==> src/rtl/core/sblt_pkg.sv <==
// Package for the spectrum band level tracker: shared types, constants
// and helper functions. No dependencies.
`timescale 1ns / 1ps
package sblt_pkg;

  localparam int NUM_BINS = 512;
  localparam int BANDS = 5;
  localparam int CNT_W = 10;
  localparam int SUM_W = 48;
  localparam int LVL_W = 24;
  localparam int CUT_W = 9;
  localparam int GAIN_W = 11;
  localparam int BAND_W = 3;
  localparam int DIV_STEPS = SUM_W;

  // Averages and targets clamp to TGT_W bits; any clamped value already
  // drives the level into saturation.
  localparam int TGT_W = 28;
  localparam int SCALE_SH = 30;
  localparam int RECIP_SH = 32;
  localparam logic [31:0] RECIP10 = 32'd429496730;  // ceil(2^32 / 10)

  localparam logic [CNT_W-1:0] CNT_MAX = '1;
  localparam logic [SUM_W-1:0] SUM_MAX = '1;
  localparam logic [LVL_W-1:0] LVL_MAX = '1;

  localparam logic [2:0] REG_GAIN = 3'd0;
  localparam logic [2:0] REG_SUB = 3'd1;
  localparam logic [2:0] REG_LOW_MID = 3'd2;
  localparam logic [2:0] REG_MID = 3'd3;
  localparam logic [2:0] REG_HIGH_MID = 3'd4;

  typedef struct packed {
    logic [15:0] bin_magnitude;
    logic        last_bin;
  } in_item_t;

  typedef struct packed {
    logic [LVL_W-1:0] sub_bass_level;
    logic [LVL_W-1:0] low_mid_level;
    logic [LVL_W-1:0] mid_level;
    logic [LVL_W-1:0] high_mid_level;
    logic [LVL_W-1:0] treble_level;
  } out_item_t;

  typedef struct packed {
    logic [2:0]        index;
    logic [31:0]       data;
  } cfg_req_t;

  // Controller to datapath commands.
  typedef struct packed {
    logic             mul_a;     // stage 1 of bin weighting
    logic             mul_b;     // stage 2 of bin weighting
    logic             acc;       // accumulate weighted bin
    logic             div_load;  // load divider for band
    logic             div_step;  // one restoring division step
    logic             tgt_calc;  // compute band target
    logic             lvl_calc;  // compute new level
    logic             clr_frame; // clear sums and counts
    logic [BAND_W-1:0] band;
  } cmd_t;

  // Band weight over ten in Q30, rounded up; exact enough for averages
  // below 2^TGT_W.
  function automatic logic [32:0] band_scale(input logic [BAND_W-1:0] b);
    case (b)
      3'd0: band_scale = 33'd1073741824;
      3'd1: band_scale = 33'd1932735284;
      3'd2: band_scale = 33'd2684354560;
      3'd3: band_scale = 33'd4294967296;
      default: band_scale = 33'd6442450944;
    endcase
  endfunction

endpackage

==> src/rtl/core/sblt_ctrl.sv <==
// Controller for the band level tracker: sequences bin weighting and the
// per-frame band division. Depends on sblt_pkg.
`timescale 1ns / 1ps
module sblt_ctrl (
  input  logic          clk,
  input  logic          rst,
  input  logic          start,
  input  logic          last_bin,
  output logic          busy,
  output logic          done,
  output sblt_pkg::cmd_t cmd
);
  import sblt_pkg::*;

  typedef enum logic [6:0] {
    S_IDLE = 7'b0000001,
    S_MULB = 7'b0000010,
    S_ACC  = 7'b0000100,
    S_DLD  = 7'b0001000,
    S_DIV  = 7'b0010000,
    S_TGT  = 7'b0100000,
    S_LVL  = 7'b1000000
  } state_t;

  state_t state, state_next;
  logic last_q;
  logic [BAND_W-1:0] band, band_next;
  logic [5:0] step, step_next;

  always_ff @(posedge clk) begin
    if (rst) begin
      state <= S_IDLE;
      band <= '0;
      step <= '0;
      last_q <= 1'b0;
    end else begin
      state <= state_next;
      band <= band_next;
      step <= step_next;
      if (start && state == S_IDLE) last_q <= last_bin;
    end
  end

  always_comb begin
    state_next = state;
    band_next = band;
    step_next = step;
    cmd = '0;
    cmd.band = band;
    done = 1'b0;
    unique case (state)
      S_IDLE: begin
        if (start) begin
          cmd.mul_a = 1'b1;
          state_next = S_MULB;
        end
      end
      S_MULB: begin
        cmd.mul_b = 1'b1;
        state_next = S_ACC;
      end
      S_ACC: begin
        cmd.acc = 1'b1;
        band_next = '0;
        state_next = last_q ? S_DLD : S_IDLE;
      end
      S_DLD: begin
        cmd.div_load = 1'b1;
        step_next = '0;
        state_next = S_DIV;
      end
      S_DIV: begin
        cmd.div_step = 1'b1;
        step_next = step + 6'd1;
        if (step == 6'(DIV_STEPS - 1)) state_next = S_TGT;
      end
      S_TGT: begin
        cmd.tgt_calc = 1'b1;
        state_next = S_LVL;
      end
      S_LVL: begin
        cmd.lvl_calc = 1'b1;
        if (band == 3'(BANDS - 1)) begin
          cmd.clr_frame = 1'b1;
          done = 1'b1;
          state_next = S_IDLE;
        end else begin
          band_next = band + 3'd1;
          state_next = S_DLD;
        end
      end
      default: state_next = S_IDLE;
    endcase
  end

  assign busy = (state != S_IDLE);

  a_start_leaves_idle: assert property (@(posedge clk) disable iff (rst)
    (state == S_IDLE && start) |=> state == S_MULB) else $error("no start");
  a_done_last_band: assert property (@(posedge clk) disable iff (rst)
    done |-> band == 3'(BANDS - 1)) else $error("done early");
  a_band_range: assert property (@(posedge clk) disable iff (rst)
    band < 3'(BANDS)) else $error("band range");
endmodule

==> config.mk <==
export PLATFORM = sky130hd
export DESIGN_NAME = sblt_ctrl
export DESIGN_NICKNAME = d
export VERILOG_FILES = /design/src/rtl/core/sblt_pkg.sv /design/src/rtl/core/sblt_ctrl.sv
export SDC_FILE = /design/constraint.sdc
export NUM_CORES = 1
export LEC_CHECK = 0
export BUFFER_PORTS_ARGS = -buffer_cell sky130_fd_sc_hd__buf_4
export CAP_MARGIN = 20
export CORE_MARGIN = 10
export CORE_UTILIZATION = 50
export CTS_CLUSTER_DIAMETER = 40
export DETAILED_ROUTE_END_ITERATION = 6
export PLACE_DENSITY = 0.72
export SYNTH_ARGS = -nofsm -noshare
export SYNTH_HDL_FRONTEND = slang
export SYNTH_SLANG_ARGS = --single-unit
==> constraint.sdc <==
create_clock -name clk -period 2.1 [get_ports clk]
set_clock_uncertainty 0.05 [all_clocks]
set_input_delay 0.105 -clock clk [delete_from_list [all_inputs] [get_ports clk]]
set_output_delay 0.105 -clock clk [all_outputs]
set_load 0.1 [all_outputs]
---- Yosys cells after proc, flatten, opt, wreduce, memory -nomap -nowiden ----
Index checks and enable logic that the tools add are counted.
word-level totals
  input bits .............................. 4
  output and inout bits ................... 13
  logic and storage cells ................. 42
  register bits after elaboration ......... 17
cells by class
  mux-type cells .......................... 18
  add/subtract/negate cells ............... 2
  reductions and logical operators ........ 5
  eq/ne operators ......................... 13
operators with widths
  cell                                                    count
  one-hot mux 7 bit (7 select lines)                      1
  two-way mux 7 bit                                       2
  one-hot mux 6 bit (2 select lines)                      1
  two-way mux 1 bit                                       9
  two-way mux 4 bit                                       2
  equality test 7 x 1 -> 1 bit (second input constant)    1
  equality test 7 x 2 -> 1 bit (second input constant)    1
  equality test 7 x 3 -> 1 bit (second input constant)    1
  equality test 7 x 4 -> 1 bit (second input constant)    1
  equality test 7 x 5 -> 1 bit (second input constant)    1
  equality test 7 x 6 -> 1 bit (second input constant)    1
  equality test 7 bit (second input constant)             1
  inequality test 7 x 1 -> 1 bit (second input constant)  1
  adder 6 x 1 -> 6 bit (second input constant)            1
  equality test 6 bit (second input constant)             1
  inequality test 2 bit (second input constant)           3
  one-hot mux 3 bit (2 select lines)                      1
  AND reduction 2 bit                                     2
  nonzero test 2 bit                                      2
  adder 3 x 1 -> 3 bit (second input constant)            1
  equality test 3 bit (second input constant)             1
  two-way mux 3 bit                                       1
  two-way mux 2 bit                                       1
  logical AND 1 bit                                       1

---- Longest topological paths before layout ----
Gate-level depths: netlist of the first run.
  word-level depth ........................ 3
  depth in mapped cells ................... 7
  depth with buffers taken out ............ 6

---- Worst setup path after synthesis of the first run ----
Ideal clock, no wire load.
  kind .................................... register -> output
  from .................................... register band[2]
  to ...................................... output port cmd[3] (netlist bit)
  data required time ...................... 1.945 ns
  setup slack ............................. -1.529 ns
  data arrival time ....................... 3.474 ns
  stages on the path, launching flop included .. 4
  buffers on the path ..................... 1
  cells stage by stage .................... dfxtp_1 nand2_1 nor4_2 buf_4
RTL lines
  item                    line             source
  from (decl)             sblt_ctrl.sv:27  logic [BAND_W-1:0] band, band_next;
  from (signal assigned)  sblt_ctrl.sv:38  band <= band_next;
  to (decl)               sblt_ctrl.sv:11  output sblt_pkg::cmd_t cmd

==> flow_metrics.env, run 1 <==
export IMPL_ys_flop_type="dfxtp_1"
export IMPL_critical_path_peak_fanout=7
export IMPL_synth_distinct_cells=40
export IMPL_grt_pass1_wl_mm=4.347
export IMPL_max_slew_margin_pct=73.06
export IMPL_hold_class="primary input to register"
export IMPL_critPathSlowestCell="or4_4"
export IMPL_ant_nets=0
export IMPL_comb_power_share_pct=24.4
export IMPL_arrival_ns=1.94
export IMPL_port_buffers=16
export IMPL_antenna_found_initial=0
export IMPL_fp_dieH_um=65.05
export IMPL_cts_sinks=17
export IMPL_synth_compound_area_share_pct=14.80
export IMPL_p_leak_nw=0.5372
export IMPL_maxCapViolCount=0
export IMPL_intPower_mw=0.4684
export IMPL_gr_usage_met2_pct=21.06
export IMPL_antenna_diode_count=0
export IMPL_synth_edf_count=0
export IMPL_clk_pin_slew_ns=0.11
export IMPL_power_density_nw_per_um2=521.7
export IMPL_cp_startpoint="state[3]$_SDFFE_PP0P_"
export IMPL_placed_area_sq_um=1181
export IMPL_ctsRootBufferMaster="clkbuf_4"
export IMPL_core_rowCount=16
export IMPL_design_core_area_sq_um=1942
export IMPL_ioPinCount=17
export IMPL_syn_area_sq_um=1015
export IMPL_die_area_sq_um=4232
export IMPL_cts_made_buffers=3
export IMPL_synth_simple_area_share_pct=37.36
export IMPL_grt_busiest_layer="met2"
export IMPL_crit_path_end_kind="primary output"
export IMPL_avgRoutedWirePerCell_um=14.62
export IMPL_drc_errors=0
export IMPL_hold_violations=0
export IMPL_final_nets=150
export IMPL_finalWorstPathRequiredPeriod_ns=2.097
export IMPL_crit_type="register to primary output"
export IMPL_ys_seq_elements=17
export IMPL_use_met3_pct=3.436
export IMPL_tightestPinTransition_ns=0.4004
export IMPL_place_congestion=0.8150
export IMPL_cp_start_kind="register"
export IMPL_yosysMostFrequentCell="dfxtp_1"
export IMPL_fmax_mhz=476.8
export IMPL_synthTopCellsByArea="dfxtp_1 34%, a21oi_1 5.4%, ha_1 3.7%"
export IMPL_synth_xor_area_share_pct=3.453
export IMPL_timing_rr_start="state[3]$_SDFFE_PP0P_"
export IMPL_hpwl_mm=1.846
export IMPL_p_sw_mw=0.2347
export IMPL_grt_setup_unrepaired="true"
export IMPL_grt_overflow=0
export IMPL_r2r_cells=6
export IMPL_power_frac_seq_pct=48.4
export IMPL_final_max_slew_viol_count=0
export IMPL_fin_crit_sh_pct=99.87
export IMPL_syn_avg_cell_area_sq_um=8.527
export IMPL_final_area_sq_um=1348
export IMPL_swShare_pct=33.38
export IMPL_cts_max_path_buffers=2
export IMPL_power_total_mw=0.7030
export IMPL_h_tree_depth=1
export IMPL_first_pass_iters=4
export IMPL_fillers=163
export IMPL_syn_num_nets=126
export IMPL_viasPerCell=5.757
export IMPL_required_ns=1.95
export IMPL_grt_use_met1_pct=13.77
export IMPL_cts_tree="done"
export IMPL_num_vias=973
export IMPL_yosysTopAreaCell="dfxtp_1"
export IMPL_clk_latency_ns=0.31
export IMPL_ir_drop_uv=586.0
export IMPL_max_stage_delay_ns=0.57
export IMPL_grt_pass1_vias=1008
export IMPL_r2r_end="band[0]$_SDFFE_PP0P_"
export IMPL_async_flop_share_pct=0
export IMPL_final_layout_size_suffix_gt1_share_pct=37.32
export IMPL_drt_iter0_drc=25
export IMPL_path_cells="or4_4 > buf_12 > nor4_4 > buf_4"
export IMPL_synthAdderAreaFrac_pct=3.699
export IMPL_syn_inst=119
export IMPL_outcome="complete, no violations"
export IMPL_synth_seq_area_share_pct=33.54
export IMPL_endpoint="cmd[3]"
export IMPL_area_growth_pct=32.80
export IMPL_grt_use_total_pct=12.74
export IMPL_ys_top_cells_by_count="17 x dfxtp_1, 11 x a21oi_1, 10 x nand2_1"
export IMPL_netlist_area_leader_share_pct=33.54
export IMPL_rrSetupSlack_ns=0.21
export IMPL_final_util_pct=69.39
export IMPL_synth_top_family_by_area="simple AND/OR/NAND/NOR gates"
export IMPL_grt_max_degree=16
export IMPL_drt_wl_total_mm=2.470
export IMPL_pwr_share_clk_pct=27.2
export IMPL_fp_dieW_um=65.05
export IMPL_yosysWarnings=0
export IMPL_tns_ns=0
export IMPL_start_util_pct=52.26
export IMPL_synth_mux_area_share_pct=0
export IMPL_setup_viol=0
-- power groups by stage --
stage	registers (mW)	logic, mW	clock network [mW]
after floorplan	0.345	0.111	0
after global placement	0.348	0.136	0
after detailed placement	0.348	0.138	0
after CTS	0.340	0.166	0.197
after global routing	0.342	0.184	0.207
final	0.340	0.172	0.191
-- placed cells by master (no fill, tap or decap), types with 3 or more instances in the layout --
cell and n:
buf_4 20, a21oi_1 10, dfxtp_1 10, nand2_1 9, inv_1 7, nor2_1 6
nand3_1 5, dfxtp_4 5, nand4_1 4, buf_6 4, and3_1 3, nor3_1 3
o21ai_0 3, ha_1 3, clkbuf_4 3, buf_12 3
-- critical path: cells and delay by family (launching register included) --
family | cells | cell delay [ns]
buffers and inverters | 2 | 0.50
DFF | 1 | 0.38
and+or+nand+nor | 2 | 0.74
-- cell type report --
type                    instances  area (sq um)  share of cell area (%)
clock buffers                   3         22.52                   1.671
well taps                      27         33.78                   2.507
clock inverters                 1         5.005                  0.3714
repair buffers                 27         255.2                   18.94
inverters                       7         26.28                   1.950
flip-flops and latches         17         361.6                   26.83
multi-input cells              87         643.1                   47.73
-- cell families (layout without fill, tap and decap cells) --
| family | count (synthesis) | in the layout |
|---|---|---|
| adders and majority gates | 3 | 3 |
| AOI/OAI and AO/OA | 24 | 24 |
| buffers and inverters | 15 | 38 |
| and+or+nand+nor | 56 | 56 |
| xor gates and xnor gates | 4 | 4 |
| DFF | 17 | 17 |
-- repair_timing --
action                                  in CTS  in global routing
endpoints found under the setup margin       5                  8
hold buffers                                 0                  0
pin swaps                                    4                  4
gates resized for setup                     11                  7
cloned                                       0                  0
setup buffers                                4                  5
-- state kept, by name, indices dropped and copies added (netlist names) --
signal and count:
state 7, last_q 1, step 6, band 3
-- metal layers --
layer	vias to the layer above	wire, um
li1	481	-
met1	452	1074
met2	31	1180
met3	9	135
met4	0	80
met5	-	0
-- metrics by stage --
stage	setup WS, ns	instances	hold WS (ns)
6_report	0.002696	169	0.009518
5_1_grt	-0.07309	169	0.01840
4_1_cts	-0.007237	164	0.007546
3_5_place_dp	0.2360	156	0.3470
3_3_place_gp	0.2713	156	0.3352
2_1_floorplan	-0.4322	119	0.1166
-- worst min-delay path by stage --
stage                         from  cells past startpoint  slack (ns)               endpoint
final                        start                      3        0.01  state[1]$_SDFFE_PP0P_
after global routing         start                      3        0.02  state[1]$_SDFFE_PP0P_
after CTS                      rst                      2       0.008   band[1]$_SDFFE_PP0P_
after detailed placement  last_bin                      3        0.35    last_q$_SDFFE_PP0P_
after global placement    last_bin                      3        0.34    last_q$_SDFFE_PP0P_
after floorplan                rst                      1        0.12   band[2]$_SDFFE_PP0P_
Note: power is estimated with default switching activity, not from simulation.
==> inputs of run 2 (changes only) <==
--- a/config.mk
+++ b/config.mk
@@ -8,10 +8,11 @@
 export BUFFER_PORTS_ARGS = -buffer_cell sky130_fd_sc_hd__buf_4
 export CAP_MARGIN = 20
 export CORE_MARGIN = 10
-export CORE_UTILIZATION = 50
+export CORE_UTILIZATION = 54
 export CTS_CLUSTER_DIAMETER = 40
 export DETAILED_ROUTE_END_ITERATION = 6
-export PLACE_DENSITY = 0.72
+export PLACE_DENSITY = 0.77
+export SKIP_LAST_GASP = 1
 export SYNTH_ARGS = -nofsm -noshare
 export SYNTH_HDL_FRONTEND = slang
 export SYNTH_SLANG_ARGS = --single-unit
==> run 2 against run 1 <==
Core utilization up 5.8 points. Worst setup slack better by 0.0075 ns. Total power down 2.4%. Largest cell class unchanged. Largest power group unchanged. Sequential power about the same. First-iteration DRC count down 32%. Die area down 5.2%. Global-route usage down 1.1 points. Critical path depth down 1. Highest routed layer unchanged. Sequential cell count unchanged. Clock-buffer cell count up 1. Clock power down 2%.
==> flow_metrics.env, run 2 (same netlist as run 1, synthesis figures left out) <==
export IMPL_top_register="state"
export IMPL_final_nets=150
export IMPL_grt_pass1_vias=871
export IMPL_critPathSlowestCell="or4_4"
export IMPL_cts_max_path_buffers=2
export IMPL_p_sw_mw=0.2237
export IMPL_cts_sinks=17
export IMPL_p_leak_nw=0.5268
export IMPL_antenna_diode_count=0
export IMPL_required_ns=1.95
export IMPL_grt_use_total_pct=11.61
export IMPL_place_congestion=0.7889
export IMPL_design_core_area_sq_um=1745
export IMPL_largest_registers="state: 7 flops, step: 6 flops, band: 3 flops"
export IMPL_fp_dieH_um=63.35
export IMPL_hpwl_mm=1.735
export IMPL_power_frac_seq_pct=49.2
export IMPL_r2r_cells=7
export IMPL_drc_errors=0
export IMPL_core_rowCount=15
export IMPL_hold_class="primary input to register"
export IMPL_clk_latency_ns=0.30
export IMPL_intPower_mw=0.4628
export IMPL_clk_pin_slew_ns=0.10
export IMPL_avgRoutedWirePerCell_um=14.83
export IMPL_viasPerCell=5.713
export IMPL_path_cells="or4_4 > nor4_4 > buf_6"
export IMPL_crit_path_end_kind="primary output"
export IMPL_fillers=135
export IMPL_timing_rr_start="state[0]$_SDFFE_PP1P_"
export IMPL_r2r_end="state[0]$_SDFFE_PP1P_"
export IMPL_cp_start_kind="register"
export IMPL_max_stage_delay_ns=0.61
export IMPL_setup_viol=0
export IMPL_first_pass_iters=4
export IMPL_layout_commonest_cell="buf_4"
export IMPL_arrival_ns=1.93
export IMPL_hold_violations=0
export IMPL_port_buffers=16
export IMPL_h_tree_depth=1
export IMPL_fin_crit_sh_pct=99.51
export IMPL_die_area_sq_um=4013
export IMPL_fp_dieW_um=63.35
export IMPL_grt_setup_unrepaired="true"
export IMPL_drt_wl_total_mm=2.477
export IMPL_outcome="complete, no violations"
export IMPL_fmax_mhz=478.5
export IMPL_grt_max_degree=19
export IMPL_maxCapViolCount=0
export IMPL_num_vias=954
export IMPL_swShare_pct=32.59
export IMPL_cts_made_buffers=3
export IMPL_min_to="band[1]$_SDFFE_PP0P_"
export IMPL_cts_tree="done"
export IMPL_final_max_slew_viol_count=0
export IMPL_final_layout_size_suffix_gt1_share_pct=35.21
export IMPL_hold_slack_ns=0.02269
export IMPL_min_path_cells=2
export IMPL_final_cells=167
export IMPL_ctsHoldBuffers=0
export IMPL_tightestPinTransition_ns=0.3685
export IMPL_drt_iter0_drc=17
export IMPL_critical_path_peak_fanout=6
export IMPL_power_density_nw_per_um2=523.0
export IMPL_final_cell_mix="22 x buf_4, 10 x nand2_1, 10 x a21oi_1, 10 x dfxtp_1, 7 x inv_1"
export IMPL_holdCritStartpoint="rst"
export IMPL_ant_nets=0
export IMPL_grt_overflow=0
export IMPL_rrSetupSlack_ns=0.22
export IMPL_max_slew_margin_pct=75.09
export IMPL_area_growth_pct=29.35
export IMPL_ir_drop_uv=371.4
export IMPL_start_util_pct=58.14
export IMPL_finalWorstPathRequiredPeriod_ns=2.090
export IMPL_comb_power_share_pct=23.7
export IMPL_antenna_found_initial=0
export IMPL_crit_type="register to primary output"
export IMPL_grt_pass1_wl_mm=3.919
export IMPL_pwr_share_clk_pct=27.2
export IMPL_ctsRootBufferMaster="clkbuf_4"
export IMPL_largest_register_ffs=7
export IMPL_dp_cells=154
export IMPL_ioPinCount=17
run 2: cell count changes in the layout (fill, tap and decap cells not counted), sizes merged:
cell    before  now
clkbuf       3    4
clkinv       1    0
run 2: timing repair:
action / 4_1_cts / 5_1_grt
resized for setup: 3 / 9
setup endpoints to repair: 2 / 7
setup buffers: 0 / 9
pin swaps: 0 / 5
run 2: area by class of cell:
cell class	count	area (sq um)	share of cell area [%]
multi-input combinational	87	639.4	48.71
inverter	7	26.28	2.002
timing repair buffer	27	230.2	17.54
sequential	17	359.1	27.36
clock buffer	4	26.28	2.002
tap	25	31.28	2.383
run 2: through the flow:
step                      area [sq um]  util [%]  setup WS [ns]  setup TNS (ns)  power (mW)
after floorplan                   1067         -        -0.4322          -2.101      0.4557
after global placement            1179     67.53         0.2725               0      0.4830
after detailed placement          1179     67.53         0.2505               0      0.4846
after CTS                         1216     69.68       -0.04335        -0.04335      0.6684
after global routing              1313     75.20       -0.05505         -0.1377      0.7176
final                             1313     75.20        0.01023               0      0.6865
run 2: how the worst max path moves through the flow:
stage	endpoint	slack, ns	start	cells after the start
6_report	cmd[3]	0.01	state[0]$_SDFFE_PP1P_	3
4_1_cts	cmd[10]	-0.04	state[3]$_SDFFE_PP0P_	5
5_1_grt	cmd[10]	-0.06	state[5]$_SDFFE_PP0P_	5
2_1_floorplan	state[0]$_SDFFE_PP1P_	-0.43	state[2]$_SDFFE_PP0P_	6
3_3_place_gp	cmd[10]	0.27	state[3]$_SDFFE_PP0P_	5
3_5_place_dp	cmd[10]	0.25	state[3]$_SDFFE_PP0P_	5
run 2: power by group through the flow:
stage / logic, mW / clock network, mW / registers [mW]
detailed placement: 0.136 / 0 / 0.348
floorplan: 0.111 / 0 / 0.345
finish: 0.162 / 0.187 / 0.338
global placement: 0.136 / 0 / 0.347
CTS: 0.141 / 0.187 / 0.341
global route: 0.174 / 0.205 / 0.339
run 2: layer usage:
layer | vias up | wire (um) | GRT usage, %
met2 | 22 | 1182 | 18.09
li1 | 479 | - | -
met4 | 0 | 17 | 4.645
met5 | - | 0 | 0
met1 | 451 | 1153 | 13.90
met3 | 2 | 123 | 4.417
run 2: critical path: cells and delay by family (launching register included):
family / cells / cell delay, ns
buffers and inverters: 1 / 0.28
DFF: 1 / 0.37
and+or+nand+nor: 2 / 0.98
==> inputs of run 3 (changes only) <==
--- a/config.mk
+++ b/config.mk
@@ -8,10 +8,11 @@
 export BUFFER_PORTS_ARGS = -buffer_cell sky130_fd_sc_hd__buf_4
 export CAP_MARGIN = 20
 export CORE_MARGIN = 10
-export CORE_UTILIZATION = 54
+export CORE_UTILIZATION = 57
+export CTS_BUF_LIST = sky130_fd_sc_hd__clkbuf_2 sky130_fd_sc_hd__clkbuf_4 sky130_fd_sc_hd__clkbuf_8
 export CTS_CLUSTER_DIAMETER = 40
 export DETAILED_ROUTE_END_ITERATION = 6
-export PLACE_DENSITY = 0.77
+export PLACE_DENSITY = 0.81
 export SKIP_LAST_GASP = 1
 export SYNTH_ARGS = -nofsm -noshare
 export SYNTH_HDL_FRONTEND = slang
==> run 3 against run 2 <==
The run now ends with setup timing left. Sequential cell count is the same. First-iteration DRC count is 71% higher. Maximum frequency decreased by 1.9%. Sequential power is essentially flat. Total power up 0.24%. Worst setup slack got worse by 0.041 ns. Sequential share of layout area up 0.46 points. Core utilization is 0.40 points lower. Via count up 1.4%. Critical path depth grew 2. Hold slack improved by 0.011 ns. Critical endpoint is now cmd[10]. Largest power group unchanged. Highest routed layer unchanged.
==> flow_metrics.env, run 3 (same netlist as run 1, synthesis figures left out) <==
export IMPL_cts_max_path_buffers=2
export IMPL_dp_cells=154
export IMPL_required_ns=1.95
export IMPL_pre_cts_ws_ns=0.2219
export IMPL_final_cell_mix="19 x buf_4, 11 x dfxtp_1, 10 x nand2_1, 10 x a21oi_1, 7 x inv_1"
export IMPL_timing_rr_start="state[0]$_SDFFE_PP1P_"
export IMPL_critical_path_peak_fanout=6
export IMPL_hold_class="primary input to register"
export IMPL_swShare_pct=33.62
export IMPL_clk_latency_ns=0.29
export IMPL_first_pass_iters=4
export IMPL_core_rowCount=15
export IMPL_topRoutingLayerUsed="met4"
export IMPL_die_area_sq_um=3868
export IMPL_comb_power_share_pct=24.0
export IMPL_port_buffers=16
export IMPL_grt_use_total_pct=12.07
export IMPL_ant_nets=0
export IMPL_hpwl_mm=1.844
export IMPL_top_register="state"
export IMPL_place_congestion=0.7910
export IMPL_final_cells=163
export IMPL_arrival_ns=1.98
export IMPL_final_util_pct=74.80
export IMPL_max_slew_margin_pct=73.03
export IMPL_ctsHoldBuffers=0
export IMPL_tightestPinTransition_ns=0.4008
export IMPL_clk_pin_slew_ns=0.11
export IMPL_fmax_mhz=469.2
export IMPL_h_tree_depth=1
export IMPL_largest_register_ffs=7
export IMPL_cts_sinks=17
export IMPL_power_density_nw_per_um2=538.7
export IMPL_avgRoutedWirePerCell_um=17.25
export IMPL_ioPinCount=17
export IMPL_grt_pass1_wl_mm=4.098
export IMPL_final_nets=146
export IMPL_grt_setup_unrepaired="true"
export IMPL_fp_dieW_um=62.19
export IMPL_pwr_share_clk_pct=26.4
export IMPL_viasPerCell=5.933
export IMPL_fin_ws_ns=-0.03127
export IMPL_start_util_pct=59.41
export IMPL_tns_ns=-0.04852
export IMPL_area_growth_pct=25.89
export IMPL_crit_path_end_kind="primary output"
export IMPL_finalWorstPathRequiredPeriod_ns=2.131
export IMPL_grt_overflow=0
export IMPL_intPower_mw=0.4568
export IMPL_holdCritStartpoint="last_bin"
export IMPL_drt_met1_wl_mm=1.170
export IMPL_ir_drop_uv=499.8
export IMPL_power_frac_seq_pct=49.6
export IMPL_drt_wl_total_mm=2.812
export IMPL_num_vias=967
export IMPL_wl_met2_mm=1.489
export IMPL_grt_pass1_vias=893
export IMPL_fp_dieH_um=62.19
export IMPL_layout_commonest_cell="buf_4"
export IMPL_rrSetupSlack_ns=0.21
export IMPL_final_layout_size_suffix_gt1_share_pct=34.06
export IMPL_cp_start_kind="register"
export IMPL_wl_met3_um=79
export IMPL_hold_violations=0
export IMPL_antenna_diode_count=0
export IMPL_drt_iter0_drc=29
export IMPL_ctsRootBufferMaster="clkbuf_4"
export IMPL_maxCapViolCount=0
export IMPL_min_to="last_q$_SDFFE_PP0P_"
export IMPL_final_max_slew_viol_count=0
export IMPL_largest_registers="state: 7 flops, step: 6 flops, band: 3 flops"
export IMPL_design_core_area_sq_um=1708
export IMPL_power_total_mw=0.6881
export IMPL_cts_made_buffers=3
export IMPL_antenna_found_initial=0
export IMPL_cts_tree="done"
export IMPL_fin_crit_sh_pct=101.5
export IMPL_p_sw_mw=0.2313
export IMPL_r2r_end="state[0]$_SDFFE_PP1P_"
export IMPL_p_leak_nw=0.5064
export IMPL_crit_type="register to primary output"
export IMPL_violations="setup timing"
export IMPL_grt_max_degree=16
export IMPL_drc_errors=0
export IMPL_setup_viol=3
export IMPL_r2r_cells=6
export IMPL_min_path_cells=3
export IMPL_outcome="finished with violations"
## run 3: what timing repair did
item,CTS,global route
resized for setup,4,6
endpoints found under the setup margin,3,9
pin swaps,2,3
endpoints found under the hold margin,0,0
buffers inserted,1,4
## run 3: through the flow
step                hold WS (ns)  area, sq um
floorplan                 0.1166         1067
global placement          0.3278         1179
detailed placement        0.3426         1179
CTS                      0.03245         1229
global route             0.02254         1277
finish                   0.03362         1277
## run 3: cell type report
type,count,area [sq um]
Sequential cell,17,355.3
Inverter,7,26.28
Multi-Input combinational cell,87,640.6
Timing Repair Buffer,23,196.4
Clock inverter,1,5.005
Fill cell,133,430.4
Tap cell,25,31.28
Clock buffer,3,22.52
## run 3: power groups by stage
stage / sequential, mW / clock (mW) / combinational, mW
after detailed placement: 0.349 / 0 / 0.138
after global routing: 0.342 / 0.197 / 0.174
after CTS: 0.341 / 0.182 / 0.144
after global placement: 0.348 / 0 / 0.135
after floorplan: 0.345 / 0 / 0.111
final: 0.341 / 0.182 / 0.165
## run 3: metal layers
metal | vias to the layer above | GRT usage [%]
met5 | - | 0
met4 | 0 | 2.000
met3 | 6 | 3.047
met1 | 468 | 13.26
met2 | 23 | 22.69
li1 | 470 | -
## run 3: worst max-delay path by stage
stage | endpoint | cells past startpoint | slack (ns) | from
final | cmd[10] | 5 | -0.03 | state[5]$_SDFFE_PP0P_
after global routing | busy | 5 | -0.1 | state[5]$_SDFFE_PP0P_
after CTS | cmd[10] | 5 | -0.007 | state[3]$_SDFFE_PP0P_
after detailed placement | cmd[10] | 5 | 0.22 | state[3]$_SDFFE_PP0P_
after global placement | cmd[10] | 5 | 0.27 | state[3]$_SDFFE_PP0P_
after floorplan | state[0]$_SDFFE_PP1P_ | 6 | -0.43 | state[2]$_SDFFE_PP0P_
## run 3: worst max-delay path, cell delays in order (launching register included)
cell     delay, ns
dfxtp_1       0.39
or4_4         0.60
nor3_4        0.25
nand2_1       0.13
inv_1         0.13
buf_12        0.18
